===== src/design/lbc_scan.sv =====
// ----------------------------------------------------------------------------
// lbc_scan
// Sequential tag scan: one entry a cycle through the shared compare unit.
// Finds a matching entry, the lowest free entry and the oldest stamp together.
// ----------------------------------------------------------------------------
module lbc_scan #(
  parameter int unsigned ENTRIES = 64,
  parameter int unsigned IW      = $clog2(ENTRIES)
) (
  input  logic                clk_i,
  input  logic                rst_ni,
  input  logic                start_i,
  input  logic [IW:0]         limit_i,
  input  logic [39:0]         key_i,
  input  logic                ent_valid_i,
  input  logic [39:0]         ent_tag_i,
  input  logic [63:0]         ent_stamp_i,
  output logic [IW-1:0]       addr_o,
  output logic                busy_o,
  output logic                done_o,
  output logic                match_o,
  output logic [IW-1:0]       match_idx_o,
  output logic                free_o,
  output logic [IW-1:0]       free_idx_o,
  output logic [IW-1:0]       old_idx_o
);

  logic [IW:0]   cnt_q, cnt_d;
  logic          busy_q, busy_d;
  logic          rd_q, rd_d;
  logic [IW-1:0] ridx_q;
  logic          match_q, match_d, free_q, free_d, done_q, done_d;
  logic [IW-1:0] midx_q, midx_d, fidx_q, fidx_d, oidx_q, oidx_d;
  logic [63:0]   ostamp_q, ostamp_d;
  logic          first_q, first_d;

  assign addr_o = cnt_q[IW-1:0];

  always_comb begin
    cnt_d = cnt_q; busy_d = busy_q; rd_d = 1'b0;
    match_d = match_q; free_d = free_q; midx_d = midx_q; fidx_d = fidx_q;
    oidx_d = oidx_q; ostamp_d = ostamp_q; first_d = first_q; done_d = 1'b0;
    if (start_i) begin
      cnt_d = '0; busy_d = 1'b1; match_d = 1'b0; free_d = 1'b0; first_d = 1'b1;
    end else if (busy_q) begin
      if (cnt_q < limit_i) begin
        rd_d  = 1'b1;
        cnt_d = cnt_q + 1'b1;
      end else if (!rd_q) begin
        busy_d = 1'b0;
        done_d = 1'b1;
      end
    end
    if (rd_q) begin
      if (ent_valid_i && ent_tag_i == key_i && !match_q) begin
        match_d = 1'b1; midx_d = ridx_q;
      end
      if (!ent_valid_i && !free_q) begin
        free_d = 1'b1; fidx_d = ridx_q;
      end
      if (first_q || ent_stamp_i < ostamp_q) begin
        oidx_d = ridx_q; ostamp_d = ent_stamp_i;
      end
      first_d = 1'b0;
    end
  end

  always_ff @(posedge clk_i or negedge rst_ni) begin
    if (!rst_ni) begin
      cnt_q <= '0; busy_q <= 1'b0; rd_q <= 1'b0; done_q <= 1'b0;
      match_q <= 1'b0; free_q <= 1'b0; first_q <= 1'b1;
    end else begin
      cnt_q <= cnt_d; busy_q <= busy_d; rd_q <= rd_d; done_q <= done_d;
      match_q <= match_d; free_q <= free_d; first_q <= first_d;
    end
  end

  always_ff @(posedge clk_i) begin
    ridx_q <= cnt_q[IW-1:0];
    midx_q <= midx_d; fidx_q <= fidx_d; oidx_q <= oidx_d; ostamp_q <= ostamp_d;
  end

  assign busy_o = busy_q;
  assign done_o = done_q;
  assign match_o = match_q;
  assign match_idx_o = midx_q;
  assign free_o = free_q;
  assign free_idx_o = fidx_q;
  assign old_idx_o = oidx_q;

  a_rd_busy: assert property (@(posedge clk_i) disable iff (!rst_ni)
    rd_q |-> $past(busy_q)) else $error("scan read outside scan");
  a_done_idle: assert property (@(posedge clk_i) disable iff (!rst_ni)
    done_q |-> !busy_q) else $error("scan done while busy");
  a_cnt_lim: assert property (@(posedge clk_i) disable iff (!rst_ni)
    busy_q |-> cnt_q <= limit_i) else $error("scan count past limit");

endmodule


===== config.mk =====
export PLATFORM = sky130hd
export DESIGN_NAME = lbc_scan
export DESIGN_NICKNAME = d
export VERILOG_FILES = /design/src/design/lbc_scan.sv
export SDC_FILE = /design/constraint.sdc
export NUM_CORES = 1
export LEC_CHECK = 0
export BUFFER_PORTS_ARGS = -buffer_cell sky130_fd_sc_hd__buf_2
export CAP_MARGIN = 20
export CORE_MARGIN = 4
export CORE_UTILIZATION = 44
export DETAILED_ROUTE_END_ITERATION = 16
export HOLD_SLACK_MARGIN = 0.08
export PLACE_DENSITY_LB_ADDON = 0.25
export SYNTH_ARGS = -nofsm -noshare
export SYNTH_HDL_FRONTEND = slang
export SYNTH_SLANG_ARGS = --single-unit

===== constraint.sdc =====
create_clock -name clk_i -period 9.44 [get_ports clk_i]
set_input_delay 1.416 -clock clk_i [delete_from_list [all_inputs] [get_ports clk_i]]
set_output_delay 1.416 -clock clk_i [all_outputs]
set_load 0.02 [all_outputs]

# --- After elaboration in Yosys (flattened, before gate mapping) ---
# Cells that the tools add are included.
word_totals:
  reg_bits: 101
  latchBits: 0
  ram_bits: 0
  rom_bits: 0
  input_bits: 155
  word_cells: 52
  memories: 0
op_classes:
  n_addsub: 1
  multipliers: 0
  div: 0
  magnitude_cmp: 2
  eq_ne: 1
  n_shift: 0
  mux: 22
  bitwise: 0
  reduce_logical: 14
ops:
  columns: ["op", "n"]
  rows:
  - ["< comparator 64 bit", 1]
  - ["== test 40 bit", 1]
  - ["two-way mux 7 bit", 3]
  - ["two-way mux 1 bit", 19]
  - ["AND reduction 2 bit", 4]
  - ["adder 7 x 1 -> 7 bit, second input constant", 1]
  - ["< comparator 7 bit", 1]
  - ["nonzero test 2 bit", 3]
  - ["logical AND 1 bit", 3]
  - ["logical NOT 1 bit", 3]
  - ["logical OR 1 bit", 1]

# --- Depth between registers and ports, before layout ---
logic_depth:
  ltp_word: 5
  mapped_depth: 8
  ltp_nobuf: 8

# --- Least setup slack after synthesis ---
# OpenSTA, ideal clock, no wires.
synth_path:
  path_kind: "input-to-reg"
  from: "in ent_stamp_i[47]"
  to: "reg oidx_q[0] (netlist: old_idx_o[0]) (enable)"
  setup_ns: 0.439
  t_arrival_ns: 4.317
  setup_slack_ns: 4.684
  path_stages: 7
  path_buffers: 0
  path_cell_list: "ha_1 -> and4_1 -> and4bb_2 -> nand3_1 -> nor4_1 -> a211oi_1 -> a32o_1"
synth_via:
  elab_chain_len: 3
synth_rtl:
  columns: ["element", "line_no", "text"]
  rows:
  - ["start: declaration", "17", "input logic [63:0] ent_stamp_i,"]
  - ["< comparator 64 bit", "61", "if (first_q || ent_stamp_i < ostamp_q) begin"]
  - ["logical OR 1 bit", "61", null]
  - ["AND reduction 2 bit (no source line)", null, null]
  - ["end signal: assignment", "80", "midx_q <= midx_d; fidx_q <= fidx_d; oidx_q <= oidx_d; ostamp_q <= ostamp_d;"]
  - ["end: declaration", "33", "logic [IW-1:0] midx_q, midx_d, fidx_q, fidx_d, oidx_q, oidx_d;"]
# No other way between the ends.
# A chain may end at the register's enable or synchronous reset.

# --- Worst setup path in the final report ---
layout_path:
  from: "in ent_stamp_i[5]"
  to: "reg oidx_q[5] (netlist: old_idx_o[5]) (enable)"
# Same word-level chain as after synthesis.

==> results_dict.tcl <==
set metrics [dict create \
    finalSetupViolCount 0 \
    postSynth.asyncResetShare_pct 12.9 \
    grt.total_usage_pct 16.4 \
    synth_area_per_cell_um2 12.0 \
    maximum_fanout_count_along_the_critical_path 70 \
    cts-buffers-inserted 9 \
    grt_pass1_vias 3856 \
    detailed_place_hpwl_um 9190 \
    fmax_mhz 263 \
    ctsHtreeMaxLevel 3 \
    timing.final.hold_violations 0 \
    endpoint_kind "flip-flop" \
    syn-num-nets 672 \
    muxShareOfSynthArea_pct 0.187 \
    timing_worst_setup_path_type "in -> reg" \
    cts_post_setup_buffers_inserted 0 \
    clkTransAtPathRegs_ns 0.07 \
    yosys_warnings 0 \
    wl_per_cell_um 14.6 \
    period_needed_ns 3.80 \
    grt_overflow_total 0 \
    grt_setup_unrepaired "no" \
    synth_top_family_by_area "adder cells" \
    post-route-drc-count 0 \
    yosysSeqAreaShare_pct 54.2 \
    required_ns 9.41 \
    critPathLaunchType "input port" \
    post_synth_instance_area_um2 5370 \
    worstHoldPathType "reg -> reg" \
    clock_sinks 101 \
    slowest_stage "sky130_fd_sc_hd__a32o_4" \
    drtIter0Drc 127 \
    root_buffer "sky130_fd_sc_hd__clkbuf_16" \
    synthFlopType "sky130_fd_sc_hd__edfxtp_1" \
    diodes 0 \
    finalHoldWorstSlack_ns 0.477 \
    crit_arrival_ns 3.77 \
    cp_common_cell "sky130_fd_sc_hd__a211oi_1" \
    critical_path.cell_chain "buf_2 -> ha_1 -> a21oi_1 -> a21boi_0 -> a211oi_1 -> o211ai_1 -> a211oi_1 -> a32o_4" \
    core_area_um2 12000 \
    synth-edff-count 82 \
    endpoint_of_the_worst_setup_timing_path "old_idx_o[5]$_DFFE_PP_" \
    grt_start_max_net_pins 71 \
    startpoint "ent_stamp_i[5]" \
    post_synthesis_sequential_element_count 101 \
    peakVddDrop_v 0.000130 \
    totalNegativeSetupSlack_ns 0 \
    slew_viol_final 0 \
    synth_simple_gate_area_share_pct 8.88 \
    design.final.nets 859 \
    post_route_cells_drive_above_1_share_pct 32.4 \
    final_worst_path_cycle_share_pct 40.2 \
    smallest_setup_slack_after_layout_ns 5.64 \
    grt_first_pass_wirelength_um 18500 \
    fp.dieW_um 118 \
    fp.dieArea_um2 14000 \
    tightest_slew_ns 0.996 \
    place.port_buffers 182 \
    outcome "completed" \
    worst-r2r-cell-count 8 \
    ff_to_ff_end "old_idx_o[5]$_DFFE_PP_" \
    reg2reg_setup_slack_ns 6.45 \
    place_worst_setup_slack_ns 5.25 \
    io_pins 183 \
    dr.pass1.iters 4 \
    maxSlewHeadroom_pct 33.5 \
    antenna_violating_nets_post_route 0 \
    power.density_cell_area_nw_per_um2 168 \
    avgViaCountPerCell 4.90 \
    initial_core_util_pct 44.9 \
    postCtsHoldBufs 0 \
    clock-skew-final_ns 0.0105 \
    synth-compound-area-share_pct 7.76 \
    power.leakage_uw 0.00326 \
    post_cts_resize_count 0 \
    vias_after_detailed_routing 3852 \
    worst_skew_pair.late_latency_ns 0.35 \
    ctsLongestPathBuffers 2 \
    worst_path_largest_cell_delay_ns 0.87 \
    r2r_start "ostamp_q[5]$_DFFE_PP_" \
    synth_adder_area_share_pct 16.3 \
    drt-total-wl_um 11500 \
    syn_inst 447 \
    number_of_antenna_violations_at_the_first_check_in_global_routing 0 \
    syn2layout_area_growth_pct 26.3 \
    synth_xor_area_share_pct 6.69 \
    cts_tree "built" \
    gp_congestion 0.830 \
    cap_violations 0 \
    yosysUniqueCellTypes 42 \
    core.rowCount 40 \
    dieHeight_um 118 \
]
through the flow:
stage | util (%) | std cells | area (um2) | total power (uW)
final | 56.7 | 786 | 6780 | 1140
after detailed placement | 53.8 | 770 | 6430 | 744
after global routing | 56.7 | 786 | 6780 | 1200
after floorplan | - | 447 | 5370 | 665
after global placement | 53.8 | 770 | 6430 | 735
after CTS | 56.7 | 786 | 6780 | 1150
how the worst min path moves through the flow:
stage / start / depth (start not counted) / endpoint
floorplan: ridx_q[0]$_DFF_P_ / 0 / free_idx_o[0]$_DFFE_PP_
global placement: ridx_q[0]$_DFF_P_ / 0 / free_idx_o[0]$_DFFE_PP_
detailed placement: ridx_q[1]$_DFF_P_ / 0 / old_idx_o[1]$_DFFE_PP_
CTS: ridx_q[1]$_DFF_P_ / 0 / old_idx_o[1]$_DFFE_PP_
global route: ridx_q[4]$_DFF_P_ / 0 / free_idx_o[4]$_DFFE_PP_
finish: ridx_q[3]$_DFF_P_ / 0 / old_idx_o[3]$_DFFE_PP_
cells in the mapped netlist, types with 2 or more instances:
cell type,instances,area (um2)
sky130_fd_sc_hd__a211oi_1,7,52.6
sky130_fd_sc_hd__a21o_1,5,37.5
sky130_fd_sc_hd__a21oi_1,27,135
sky130_fd_sc_hd__a221oi_1,2,17.5
sky130_fd_sc_hd__and4_1,4,35.0
sky130_fd_sc_hd__buf_4,6,45.0
sky130_fd_sc_hd__dfrtp_1,12,300
sky130_fd_sc_hd__dfxtp_1,6,120
sky130_fd_sc_hd__edfxtp_1,82,2460
sky130_fd_sc_hd__ha_1,70,876
sky130_fd_sc_hd__inv_1,72,270
sky130_fd_sc_hd__nand2_1,22,82.6
sky130_fd_sc_hd__nand2b_1,3,18.8
sky130_fd_sc_hd__nand3_1,8,40.0
sky130_fd_sc_hd__nand4_1,12,75.1
sky130_fd_sc_hd__nor2_1,12,45.0
sky130_fd_sc_hd__nor3_1,4,20.0
sky130_fd_sc_hd__nor3b_1,2,15.0
sky130_fd_sc_hd__nor4_1,11,68.8
sky130_fd_sc_hd__o211ai_1,2,15.0
sky130_fd_sc_hd__o21ai_0,14,70.1
sky130_fd_sc_hd__o31ai_1,2,15.0
sky130_fd_sc_hd__or3_2,2,15.0
sky130_fd_sc_hd__or4_1,3,22.5
sky130_fd_sc_hd__xnor2_1,7,61.3
sky130_fd_sc_hd__xor2_1,34,298
sequential cells by signal, indices dropped and copies added (netlist names):
name,flops
match_o,1
free_idx_o,6
ridx_q,6
rd_q,1
busy_o,1
cnt_q,7
first_q,1
free_o,1
ostamp_q,64
done_o,1
match_idx_o,6
old_idx_o,6
cells by family (layout without fill, tap and decap cells):
group | Yosys count | after routing
buffers and inverters | 79 | 271
AND/OR/NAND/NOR | 88 | 88
XOR/XNOR | 41 | 41
AO/OA/AOI/OAI | 67 | 67
flip-flops | 101 | 101
adder cells (fa/ha/maj) | 70 | 70
multiplexers | 1 | 1
layer usage:
| metal | global-route usage, % | wire length, um |
|---|---|---|
| met1 | 21.3 | 5140 |
| met2 | 26.8 | 5590 |
| met3 | 4.21 | 621 |
| met4 | 5.65 | 142 |
| met5 | 0 | 0 |
area by class of cell:
type	instances	area [um2]
Fill cell	1041	5180
Sequential cell	101	2910
Multi-Input combinational cell	267	2150
Timing Repair Buffer	183	918
Clock buffer	13	325
Inverter	72	270
Tap cell	147	184
Clock inverter	3	22.5
worst max-delay path: cells and delay by family:
family	cells	cell delay (ns)
compound gates	6	1.88
fa+ha+maj	1	0.33
buf+inv	1	0.11
cell usage in the layout (no fill, tap or decap), types with 3 or more instances in the layout:
cell type                   Yosys  routed
sky130_fd_sc_hd__a211oi_1       7       7
sky130_fd_sc_hd__a21o_1         5       5
sky130_fd_sc_hd__a21oi_1       27      27
sky130_fd_sc_hd__and4_1         4       4
sky130_fd_sc_hd__buf_2          0     182
sky130_fd_sc_hd__clkbuf_16      0      13
sky130_fd_sc_hd__dfrtp_1       12      12
sky130_fd_sc_hd__dfxtp_1        6       6
sky130_fd_sc_hd__edfxtp_1      82      82
sky130_fd_sc_hd__ha_1          70      70
sky130_fd_sc_hd__inv_1         72      72
sky130_fd_sc_hd__nand2_1       22      22
sky130_fd_sc_hd__nand2b_1       3       3
sky130_fd_sc_hd__nand3_1        8       8
sky130_fd_sc_hd__nand4_1       12      12
sky130_fd_sc_hd__nor2_1        12      12
sky130_fd_sc_hd__nor3_1         4       4
sky130_fd_sc_hd__nor4_1        11      11
sky130_fd_sc_hd__o21ai_0       14      14
sky130_fd_sc_hd__or4_1          3       3
sky130_fd_sc_hd__xnor2_1        7       7
sky130_fd_sc_hd__xor2_1        34      34
report_power, final:
| part | leakage [uW] | switching [uW] | internal, uW |
|---|---|---|---|
| clock network | 0.000173 | 164 | 245 |
| logic | 0.00208 | 106 | 80.6 |
| registers | 0.00101 | 14.2 | 531 |
| total | 0.00326 | 284 | 856 |
No activity file was read; power rests on OpenSTA's default activity.
